==> config.mk <==
export PLATFORM = sky130hd
export DESIGN_NAME = gps_ca_code_carrier_replica_top
export DESIGN_NICKNAME = d
export VERILOG_FILES = /design/src/rtl/gpsca_pkg.sv /design/src/rtl/gps_ca_code_carrier_replica_top.sv
export SDC_FILE = /design/constraint.sdc
export NUM_CORES = 1
export LEC_CHECK = 0
export BUFFER_PORTS_ARGS = -buffer_cell sky130_fd_sc_hd__buf_2
export CAP_MARGIN = 15
export CORE_MARGIN = 10
export CORE_UTILIZATION = 69
export CTS_CLUSTER_DIAMETER = 200
export DETAILED_ROUTE_END_ITERATION = 10
export PLACE_DENSITY = 0.93
export SYNTH_ARGS = -nofsm -noshare
export SYNTH_HDL_FRONTEND = slang
export SYNTH_SLANG_ARGS = --single-unit
==> constraint.sdc <==
create_clock -name clk_i -period 12.9 [get_ports clk_i]
set_input_delay 2.58 -clock clk_i [delete_from_list [all_inputs] [get_ports clk_i]]
set_output_delay 2.58 -clock clk_i [all_outputs]
set_load 0.005 [all_outputs]
==> src/rtl/gpsca_pkg.sv <==
// gpsca_pkg: constants shared by the c/a code and carrier replica block
// no dependencies
`timescale 1ns / 1ps

package gpsca_pkg;

  localparam int unsigned PHASE_BITS_DEF = 20;

  localparam int unsigned TAP_W    = 4;
  localparam int unsigned SPMS_W   = 16;
  localparam int unsigned WIN_W    = 20;
  localparam int unsigned STEP_W   = 20;
  localparam int unsigned CHIP_W   = 10;
  localparam int unsigned REM_W    = 17;
  localparam int unsigned LFSR_W   = 10;
  localparam int unsigned CFG_IDX_W  = 3;
  localparam int unsigned CFG_DATA_W = 20;

  localparam logic [LFSR_W-1:0] LFSR_ONES   = 10'h3FF;
  localparam logic [CHIP_W:0]   CODE_LENGTH = 11'd1023;

  localparam logic [TAP_W-1:0]  TAP_A_RST   = 4'd2;
  localparam logic [TAP_W-1:0]  TAP_B_RST   = 4'd6;
  localparam logic [SPMS_W-1:0] SPMS_RST    = 16'd16368;
  localparam logic [WIN_W-1:0]  WIN_RST     = 20'd16368;
  localparam logic [STEP_W-1:0] STEP_RST    = 20'd4092;

  typedef enum logic [CFG_IDX_W-1:0] {
    CFG_TAP_A  = 3'd0,
    CFG_TAP_B  = 3'd1,
    CFG_SPMS   = 3'd2,
    CFG_WINDOW = 3'd3,
    CFG_STEP   = 3'd4
  } cfg_reg_e;

  // g2 phase-select stage, taps outside 1..10 read zero
  function automatic logic g2_stage(input logic [LFSR_W-1:0] g2, input logic [TAP_W-1:0] tap);
    logic bit_v;
    bit_v = 1'b0;
    case (tap) inside
      [4'd1:4'd10]: bit_v = g2[tap - 4'd1];
      default:      bit_v = 1'b0;
    endcase
    return bit_v;
  endfunction

endpackage

==> src/rtl/gps_ca_code_carrier_replica_top.sv <==
// gps_ca_code_carrier_replica_top: gps l1 c/a code and square-wave carrier replica
// depends on gpsca_pkg
`timescale 1ns / 1ps

// Usage
//   input channel: in_valid_i / in_stall_o carry one sample tick per beat with
//   restart_i; a set restart returns code and carrier to sample zero first.
//   output channel: out_valid_o / out_stall_i carry one replica sample per beat
//   (code chip, chip index, i and q bits, last-of-window flag).
//   config channel: cfg_valid_i / cfg_ready_o write register cfg_index_i with
//   cfg_data_i; ready is always high, a write applies from the next beat and
//   restarts nothing. indexes beyond the register list are ignored.
// Timing
//   an accepted input beat has its result in the output register on the next
//   clock; one beat per cycle sustained while the output is not stalled. the
//   lfsrs, remainder and phase accumulators all update together on each accepted beat.
// Reset and stall
//   reset loads the default registers and puts code and carrier at sample zero.
//   while the output beat is held by out_stall_i, in_stall_o is high; once it
//   is taken a new input beat enters in the same cycle.
module gps_ca_code_carrier_replica_top
  import gpsca_pkg::*;
#(
  parameter int unsigned PHASE_BITS = PHASE_BITS_DEF
) (
  input  logic                  clk_i,
  input  logic                  rst_ni,
  input  logic                  in_valid_i,
  output logic                  in_stall_o,
  input  logic                  restart_i,
  output logic                  out_valid_o,
  input  logic                  out_stall_i,
  output logic                  code_chip_o,
  output logic [CHIP_W-1:0]     chip_index_o,
  output logic                  in_phase_bit_o,
  output logic                  quadrature_bit_o,
  output logic                  window_last_o,
  input  logic                  cfg_valid_i,
  output logic                  cfg_ready_o,
  input  logic [CFG_IDX_W-1:0]  cfg_index_i,
  input  logic [CFG_DATA_W-1:0] cfg_data_i
);

  localparam int unsigned PW = PHASE_BITS;
  localparam int unsigned SW = ((PW > WIN_W) ? PW : WIN_W) + 1;

  logic [TAP_W-1:0]  tap_a_q, tap_b_q;
  logic [SPMS_W-1:0] spms_q;
  logic [WIN_W-1:0]  win_q;
  logic [STEP_W-1:0] step_q;

  logic [LFSR_W-1:0] g1_q, g1_d, g2_q, g2_d;
  logic [CHIP_W-1:0] chip_q, chip_d;
  logic [REM_W-1:0]  rem_q, rem_d;
  logic [PW-1:0]     ph_i_q, ph_i_d, ph_q_q, ph_q_d;
  logic [WIN_W-1:0]  cnt_q, cnt_d;

  logic              out_valid_q;
  logic              chip_out_q, ibit_out_q, qbit_out_q, last_out_q;
  logic [CHIP_W-1:0] idx_out_q;

  logic              accept;
  logic [PW-1:0]     ph_q_start;
  logic [LFSR_W-1:0] g1_c, g2_c;
  logic [CHIP_W-1:0] chip_c;
  logic [REM_W-1:0]  rem_c, rem_sum;
  logic [PW-1:0]     ph_i_c, ph_q_c;
  logic [WIN_W-1:0]  cnt_c;
  logic              chip_bit, ibit, qbit, last;
  logic [SPMS_W-1:0] divisor;
  logic [CHIP_W:0]   chip_inc;
  logic [SW-1:0]     half_ext, sum_i, sum_q;

  assign cfg_ready_o = 1'b1;
  assign in_stall_o  = out_valid_q & out_stall_i;
  assign accept      = in_valid_i & ~in_stall_o;

  always_comb begin
    ph_q_start = PW'(SW'(win_q >> 2));

    // restart applies before this sample
    g1_c   = restart_i ? LFSR_ONES : g1_q;
    g2_c   = restart_i ? LFSR_ONES : g2_q;
    chip_c = restart_i ? '0 : chip_q;
    rem_c  = restart_i ? '0 : rem_q;
    ph_i_c = restart_i ? '0 : ph_i_q;
    ph_q_c = restart_i ? ph_q_start : ph_q_q;
    cnt_c  = restart_i ? '0 : cnt_q;

    chip_bit = g1_c[LFSR_W-1] ^ g2_stage(g2_c, tap_a_q) ^ g2_stage(g2_c, tap_b_q);
    half_ext = SW'(win_q >> 1);
    ibit     = SW'(ph_i_c) < half_ext;
    qbit     = SW'(ph_q_c) < half_ext;
    last     = ({1'b0, cnt_c} + (WIN_W + 1)'(1)) >= {1'b0, win_q};

    // code rate accumulator and lfsrs
    divisor  = (spms_q < SPMS_W'(CODE_LENGTH)) ? SPMS_W'(CODE_LENGTH) : spms_q;
    rem_sum  = rem_c + REM_W'(CODE_LENGTH);
    g1_d     = g1_c;
    g2_d     = g2_c;
    chip_d   = chip_c;
    rem_d    = rem_sum;
    chip_inc = {1'b0, chip_c} + (CHIP_W + 1)'(1);
    if (rem_sum >= REM_W'(divisor)) begin
      rem_d  = rem_sum - REM_W'(divisor);
      g1_d   = {g1_c[LFSR_W-2:0], g1_c[9] ^ g1_c[2]};
      g2_d   = {g2_c[LFSR_W-2:0],
                g2_c[9] ^ g2_c[8] ^ g2_c[7] ^ g2_c[5] ^ g2_c[2] ^ g2_c[1]};
      chip_d = chip_inc[CHIP_W-1:0];
      if (chip_inc >= CODE_LENGTH) begin
        chip_d = '0;
        g1_d   = LFSR_ONES;
        g2_d   = LFSR_ONES;
      end
    end

    // carrier phase accumulators, single wrap
    sum_i = SW'(ph_i_c) + SW'(step_q);
    if (sum_i >= SW'(win_q)) sum_i = sum_i - SW'(win_q);
    sum_q = SW'(ph_q_c) + SW'(step_q);
    if (sum_q >= SW'(win_q)) sum_q = sum_q - SW'(win_q);
    ph_i_d = sum_i[PW-1:0];
    ph_q_d = sum_q[PW-1:0];
    cnt_d  = cnt_c + WIN_W'(1);

    if (last) begin
      g1_d   = LFSR_ONES;
      g2_d   = LFSR_ONES;
      chip_d = '0;
      rem_d  = '0;
      ph_i_d = '0;
      ph_q_d = ph_q_start;
      cnt_d  = '0;
    end
  end

  always_ff @(posedge clk_i or negedge rst_ni) begin
    if (!rst_ni) begin
      tap_a_q <= TAP_A_RST;
      tap_b_q <= TAP_B_RST;
      spms_q  <= SPMS_RST;
      win_q   <= WIN_RST;
      step_q  <= STEP_RST;
    end else if (cfg_valid_i) begin
      case (cfg_reg_e'(cfg_index_i))
        CFG_TAP_A:  tap_a_q <= cfg_data_i[TAP_W-1:0];
        CFG_TAP_B:  tap_b_q <= cfg_data_i[TAP_W-1:0];
        CFG_SPMS:   spms_q  <= cfg_data_i[SPMS_W-1:0];
        CFG_WINDOW: win_q   <= cfg_data_i[WIN_W-1:0];
        CFG_STEP:   step_q  <= cfg_data_i[STEP_W-1:0];
        default: ;
      endcase
    end
  end

  always_ff @(posedge clk_i or negedge rst_ni) begin
    if (!rst_ni) begin
      g1_q   <= LFSR_ONES;
      g2_q   <= LFSR_ONES;
      chip_q <= '0;
      rem_q  <= '0;
      ph_i_q <= '0;
      ph_q_q <= PW'(SW'(WIN_RST >> 2));
      cnt_q  <= '0;
    end else if (accept) begin
      g1_q   <= g1_d;
      g2_q   <= g2_d;
      chip_q <= chip_d;
      rem_q  <= rem_d;
      ph_i_q <= ph_i_d;
      ph_q_q <= ph_q_d;
      cnt_q  <= cnt_d;
    end
  end

  always_ff @(posedge clk_i or negedge rst_ni) begin
    if (!rst_ni) begin
      out_valid_q <= 1'b0;
    end else if (!in_stall_o) begin
      out_valid_q <= in_valid_i;
    end
  end

  // output beat payload
  always_ff @(posedge clk_i) begin
    if (accept) begin
      chip_out_q <= chip_bit;
      idx_out_q  <= chip_c;
      ibit_out_q <= ibit ^ chip_bit;
      qbit_out_q <= qbit ^ chip_bit;
      last_out_q <= last;
    end
  end

  assign out_valid_o      = out_valid_q;
  assign code_chip_o      = chip_out_q;
  assign chip_index_o     = idx_out_q;
  assign in_phase_bit_o   = ibit_out_q;
  assign quadrature_bit_o = qbit_out_q;
  assign window_last_o    = last_out_q;

endmodule
Word-level counts from Yosys, hierarchy flattened --
Cells that the tools add are included.
Storage, ports and cells: memory bits (writable) 0, logic and storage cells 98, register bits 186, memories 0, latch bits 0, ROM bits 0
Operators by class: magnitude comparators 14, reduce and logical (&&, ||, !) cells 8, add/sub/neg operators 11, equality and inequality tests 4, bitwise gates (word level) 13, div/mod/pow operators 0, shift operators 0, multiplexer cells 30, multiply operators 0
Operator list (number):
- $mux 20 | 8
- $mux 10 | 12
- $ge 21x20->1 | 3
- $mux 17 | 3
- $add 20x20->21 | 2
- $lt 20x19->1 | 2
- $sub 20x20->20 | 2
- $add 20x1->21 const B | 1
- $add 20x1->20 const B | 1
- $add 17x10->17 const B | 1
- $ge 17x16->1 | 1
- $sub 17x16->17 | 1
- $lt 16x10->1 const B | 1
- $mux 16 | 1
- $add 10x1->11 const B | 1
- $ge 11x10->1 const B | 1
- $lt 4x5->1 const B | 2
- $reduce_and 2->1 | 5
- $xor 1x1->1 | 10
- $bmux 1 s4 | 2
- $ge 4x1->1 const B | 2
- $le 4x4->1 const B | 2
- $sub 4x1->4 const B | 2
- $eq 3x2->1 const B | 2
- 7 further kinds | 12

Logic depth before layout (Yosys ltp) --
Gate-level depths: netlist of run 1.
depth in word-level cells 9, mapped depth 32

Worst setup path before layout of run 1 --
No wires, ideal clock.
path type input to register, start input restart_i, end register ph_i_q[11], stages on the path 31, path buffers 8, setup slack 4.388 ns, data arrival time 8.386 ns, library setup time 0.126 ns, path through buf_4 > buf_6 > buf_6 > buf_2 > clkbuf_1 > clkbuf_1 > buf_1 > nor2b_1 > ha_1 > ha_1 > a21oi_1 > o21bai_1 > a32oi_2 > a41oi_2 > o311ai_2 > nand4_1 > a21o_1 > a21oi_1 > xnor2_1 > ha_1 > a21o_1 > a21o_1 > a21oi_1 > o22ai_1 > or3_1 > o221ai_1 > nand4_1 > a21o_1 > buf_6 > and3_1 > a221o_1
On the way: cells in the longest elaborated chain, start to end 5, elaborated cells between the ends (all ways) 9, those cells by class 3 x add/sub; 2 x order compare; 4 x mux
RTL lines:
- start: declaration | RTL line gps_ca_code_carrier_replica_top.sv:30 | input logic restart_i,
- $mux 20 | RTL line gps_ca_code_carrier_replica_top.sv:86 | ph_i_c = restart_i ? '0 : ph_i_q;
- $add 20x20->21 | RTL line gps_ca_code_carrier_replica_top.sv:118 | sum_i = SW'(ph_i_c) + SW'(step_q);
- $sub 20x20->20 / $ge 21x20->1 (equally long branches) | RTL line gps_ca_code_carrier_replica_top.sv:119 | if (sum_i >= SW'(win_q)) sum_i = sum_i - SW'(win_q);
- $mux 20 | RTL line gps_ca_code_carrier_replica_top.sv:119
- $mux 20 (*) | RTL line gps_ca_code_carrier_replica_top.sv:126 | if (last) begin
- end signal: assignment | RTL line gps_ca_code_carrier_replica_top.sv:170 | ph_i_q <= ph_i_d;
- end: declaration | RTL line gps_ca_code_carrier_replica_top.sv:55 | logic [PW-1:0] ph_i_q, ph_i_d, ph_q_q, ph_q_d;
Every way passes the cells marked *; elsewhere a longest branch is shown, timed or not. A chain may end at the register's enable or synchronous reset.

Final worst setup path of run 1 --
start input restart_i, end register ph_i_q[18]
The elaborated chain is that of the path after synthesis.

==> out/qor.txt, run 1 <==
run status -> completed
setup bufs post-CTS -> 0
initial core utilization -> 0.704
Clk pwr share -> 0.129
GPL Wtd Cong -> 0.957
Post-DP HPWL -> 29.9 mm
crit path kind -> in2reg
clk sink count -> 186
port bufs -> 44
endpoints failing hold -> 0
asr flop ratio synth -> 0.925
Synth area leaders -> dfrtp_1 18%, ha_1 12%, dfstp_2 11%, mux2_2 5.3%, xnor2_1 4.5%
grt ovf -> 0
Slowest Stage Delay on Critical Path -> 760 ps
Leakage -> 7.27 nW
R2R depth -> 24
CP required -> 13240 ps
fmax -> 0.108 GHz
Int Pwr -> 0.00226 W
clk slew on worst S/H paths -> 80 ps
Reg2Reg Launch Point -> ph_i_q[1]
EDFF count, synth -> 14
Psw -> 0.00210 W
Post-Route WL -> 42.2 mm
Clock Skews -> 17.2 ps
critical-path maximum fanout -> 86
hold slack -> 490 ps
# setup viols final -> 0
post-synthesis sequential area ratio -> 0.312
Crit. path cell count -> 26
vias in the first global route -> 13500
WL/cell -> 21.1 um
switching share of power -> 0.481
Finished Core Util -> 0.753
Residual DRC -> 0
top cell type's share of synthesized area -> 0.177
post-synth cell types -> 98
diodes inserted -> 0
CP Capture Type -> register
hold path startpoint -> ph_i_q[15]
Clock Tree Buf Depth -> 2
Row Count -> 54
Initial DRC Count -> 1524
Hold Crit Class -> reg2reg
period utilization -> 0.718
number of synthesis warnings -> 0
post-synthesis cell count -> 1698
Syn Nets -> 1880
CTS tree -> built
Seq cells post-synth -> 186
Tmin final -> 9270 ps
Max H-tree Level -> 4
pre-CTS setup slack -> 3340 ps
Num CTS Buffers -> 17
CTS resizes -> 0
Top FF cell, synth -> dfrtp_1
Max Cap Viol -> 0
Final ANT Viol Nets -> 0
layout cells sized above 1 -> 0.161
Syn-to-layout area delta -> 6.96%
setup TNS -> 0 ps
CTS Hold Buffers Added -> 0
Worst EP arrival -> 9610 ps
Post-Syn Area -> 15400 sq um
io pins -> 46
Clock Latency Late Sink -> 460 ps
VDD IR-drop max -> 0.191 mV
die height -> 169 um
crit-path leading delay family -> compound AO/OA/AOI/OAI gates
first-pass GRT wire length -> 67.7 mm
Worst Hold Depth -> 2
CP startpoint kind -> primary input
die width -> 169 um
CP startpoint -> restart_i
CORE AREA -> 21900 sq um
Die ar. -> 28700 sq um
via count -> 13600
largest net degree at the start of global routing -> 101
pwr dens -> 264 nW/um^2
routed vias/inst -> 6.82
slew of the pin with the lowest slew margin -> 1160 ps
Crit path buffers/inverters -> 2
number of iterations in the first detailed-routing pass -> 6
Final WS setup -> 3630 ps
fin. max-slew vios -> 0
Overall Global Routing Usage -> 0.287
syn avg cell area -> 9.07 sq um
RSZ-0062 raised after global routing -> no
Root Driver -> clkbuf_16
top cells by count, synth -> 149 x ha_1, 149 x nand2_1, 117 x nor2_1
Pwr Total -> 0.00436 W
critical path's slowest cell -> a21o_1
sequential share of power -> 0.217
Synth area leader -> dfrtp_1
combinational power share -> 0.654
Max transition margin -> 0.223
Final nets -> 1890
initial antenna violation count -> 0
-- routing by layer --
metal,GRT usage,up-vias,share of wire
li1,-,6218,-
met1,0.367,6574,0.41
met2,0.463,725,0.46
met3,0.0616,127,0.099
met4,0.117,0,0.033
met5,0,-,0
-- cell type report --
cell class                      instances  area [sq um]
Clock buffer                           17           425
Clock inverter                         15           214
Fill cell                            1484          5410
Inverter                               82           308
Multi-Input combinational cell       1365         10000
Sequential cell                       186          4800
Tap cell                              280           350
Timing Repair Buffer                   56           347
-- worst paths after layout --
kind                              endpoint  slack [ps]
min in group asynchronous       tap_b_q[0]        2240
worst min register to register  ph_i_q[15]         490
worst max-delay path            ph_i_q[18]        3630
max in group asynchronous        cnt_q[18]        9170
worst max register to register  ph_i_q[18]        6590
worst min-delay path            ph_i_q[15]         490
-- cells by family (layout without fill, tap and decap cells) --
family	after synthesis	count (layout)	share of synthesized area
adders and majority gates	157	157	0.129
and+or+nand+nor	515	515	0.165
other	1	1	0.000243
muxes	115	115	0.0839
buffers and inverters	147	170	0.0396
DFF	186	186	0.312
AOI/OAI and AO/OA	450	450	0.198
xor gates and xnor gates	127	127	0.0722
-- power groups by stage --
stage          registers [W]  logic (W)  clock network [W]
2_1_floorplan       0.000884    0.00219                  0
3_3_place_gp        0.000929    0.00260                  0
3_5_place_dp        0.000938    0.00271                  0
4_1_cts             0.000932    0.00277           0.000562
5_1_grt             0.000958    0.00310           0.000587
6_report            0.000944    0.00285           0.000562
-- cells in the final DEF (no fill, tap or decap), drive strengths merged, types with 12 or more instances in the layout --
cell type / instances
a211oi: 12
a21o: 42
a21oi: 104
a31oi: 13
buf: 56
clkbuf: 17
dfrtp: 109
dfstp: 63
edfxtp: 14
ha: 149
inv: 90
mux2: 73
mux2i: 38
nand2: 150
nand2b: 29
nand3: 34
nand4: 33
nor2: 119
nor2b: 53
nor3: 29
o211ai: 16
o21ai: 108
o22a: 20
o22ai: 16
o31ai: 16
o41ai: 12
xnor2: 80
xor2: 47
-- flip-flops by register name, summed over array words and instances (netlist names), 4 cells and up --
signal,cells
cnt_q,20
ph_i_q,20
ph_q_q,20
step_q,20
win_q,20
rem_q,17
spms_q,16
chip_index_o,10
chip_q,10
g1_q,10
g2_q,10
tap_a_q,4
tap_b_q,4
-- worst min-delay path, stage by stage, from the launching register on --
cell and delay, ps:
dfrtp_1 350, nand2_1 50, o31ai_1 60
-- metrics by stage --
stage | instance area (sq um) | instances
CTS | 16400 | 1999
floorplan | 15400 | 1698
global route | 16500 | 2001
finish | 16500 | 2001
detailed placement | 15800 | 1967
global placement | 15800 | 1967
Power figures use the tool's default switching activity.
==> inputs of run 2 (changes only) <==
--- a/config.mk
+++ b/config.mk
@@ -8,10 +8,10 @@
 export BUFFER_PORTS_ARGS = -buffer_cell sky130_fd_sc_hd__buf_2
 export CAP_MARGIN = 15
 export CORE_MARGIN = 10
-export CORE_UTILIZATION = 69
+export CORE_UTILIZATION = 58
 export CTS_CLUSTER_DIAMETER = 200
 export DETAILED_ROUTE_END_ITERATION = 10
-export PLACE_DENSITY = 0.93
+export PLACE_DENSITY = 0.84
 export SYNTH_ARGS = -nofsm -noshare
 export SYNTH_HDL_FRONTEND = slang
 export SYNTH_SLANG_ARGS = --single-unit
==> constraint.sdc (replaced) <==
create_clock -name clk_i -period 7.5 [get_ports clk_i]
set_input_delay 1.5 -clock clk_i [delete_from_list [all_inputs] [get_ports clk_i]]
set_output_delay 1.5 -clock clk_i [all_outputs]
set_load 0.005 [all_outputs]
==> out/qor.txt, run 2 (synthesis results as in run 1) <==
# setup viols final -> 0
WL/cell -> 20.1 um
Row Count -> 59
CP startpoint kind -> primary input
Tmin final -> 6740 ps
crit path kind -> in2reg
layout cells sized above 1 -> 0.164
Syn-to-layout area delta -> 7.14%
Clock Skews -> 25.2 ps
VDD IR-drop max -> 0.461 mV
most common cell after layout, fill and taps aside -> ha_1
vias in the first global route -> 13300
CP required -> 7880 ps
initial antenna violation count -> 0
endpoints failing hold -> 0
Clock Latency Late Sink -> 460 ps
fmax -> 0.148 GHz
RSZ-0062 raised after global routing -> no
CP Capture Type -> register
Post-DP HPWL -> 30.4 mm
CTS tree -> built
Final ANT Viol Nets -> 0
initial core utilization -> 0.590
Initial DRC Count -> 1221
setup bufs post-CTS -> 0
pwr dens -> 445 nW/um^2
io pins -> 46
die height -> 183 um
Pwr Total -> 0.00735 W
Root Driver -> clkbuf_16
Overall Global Routing Usage -> 0.249
routed vias/inst -> 6.42
Hold Crit Class -> reg2reg
number of iterations in the first detailed-routing pass -> 8
grt ovf -> 0
critical-path maximum fanout -> 15
GPL Wtd Cong -> 0.962
die width -> 183 um
first-pass GRT wire length -> 68.4 mm
Max transition margin -> 0.239
CORE AREA -> 26100 sq um
largest net degree at the start of global routing -> 101
setup TNS -> 0 ps
fin. max-slew vios -> 0
CTS Hold Buffers Added -> 0
Die ar. -> 33500 sq um
Leakage -> 7.27 nW
CTS resizes -> 0
Clock Tree Buf Depth -> 2
diodes inserted -> 0
Max H-tree Level -> 4
clk sink count -> 186
Num CTS Buffers -> 17
most frequent cells in the layout -> 149 x ha_1, 148 x nand2_1, 117 x nor2_1, 109 x dfrtp_1, 103 x a21oi_1
Final nets -> 1897
run status -> completed
port bufs -> 44
Post-Route WL -> 41.5 mm
clk slew on worst S/H paths -> 90 ps
Residual DRC -> 0
Max Cap Viol -> 0
slew of the pin with the lowest slew margin -> 1130 ps
Worst EP arrival -> 7120 ps
period utilization -> 0.899
via count -> 13300
run 2: path summary, 6_finish.rpt:
kind | from | to | slack (ps) | cells past startpoint
worst min-delay path | ph_i_q[14] | ph_i_q[14] | 480 | 2
min in group asynchronous | rst_ni | win_q[3] | 1150 | 1
worst max-delay path | restart_i | ph_i_q[1] | 760 | 26
worst max register to register | ph_i_q[1] | ph_i_q[1] | 1440 | 25
max in group asynchronous | rst_ni | cnt_q[2] | 4850 | 2
worst min register to register | ph_i_q[14] | ph_i_q[14] | 480 | 2
run 2: per-layer routing:
| metal | vias up | global-route usage | routed length, um |
|---|---|---|---|
| met2 | 538 | 0.404 | 19400 |
| met3 | 77 | 0.0435 | 3150 |
| li1 | 6227 | - | - |
| met1 | 6411 | 0.325 | 17800 |
| met4 | 0 | 0.0974 | 1170 |
| met5 | - | 0 | 0 |
run 2: area by class of cell:
class,count,area [sq um]
inverters,82,308
well taps,335,419
fillers,2132,9620
flip-flops and latches,186,4800
multi-input cells,1365,10000
clock inverters,15,150
repair buffers,63,372
clock buffers,17,425
run 2: metrics by stage:
step / hold slack (ps) / area [sq um] / worst slack (ps) / util / std cells
final: 476 / 16500 / 761 / 0.632 / 2063
after global routing: 501 / 16500 / 319 / 0.632 / 2063
after CTS: 477 / 16500 / 861 / 0.632 / 2063
after detailed placement: 460 / 15900 / 468 / 0.610 / 2031
after global placement: 454 / 15900 / 643 / 0.610 / 2031
after floorplan: 441 / 15400 / 67.8 / - / 1698
run 2: power breakdown:
part	total (W)	leakage, nW	switching (W)	internal (W)
clock	0.000920	0.283	0.000474	0.000446
combinational	0.00482	4.81	0.00273	0.00209
sequential	0.00161	2.17	0.000274	0.00134
run 2: worst max-delay path: stages:
cell and delay (ps):
buf_4 180, nor2b_1 230, xor2_1 110, ha_1 240
a21oi_1 280, o21bai_1 140, a32oi_2 290, a41oi_2 100
o311ai_2 340, nand4_1 230, a21o_1 230, a21oi_1 210
xnor2_1 120, ha_1 350, and2_1 200, nand4_1 130
or2_2 320, nor2_1 130, nand2_1 60, o21ai_0 120
o221ai_1 190, nand4_1 150, a21o_1 430, buf_4 310
mux2_2 350, o21ai_0 160
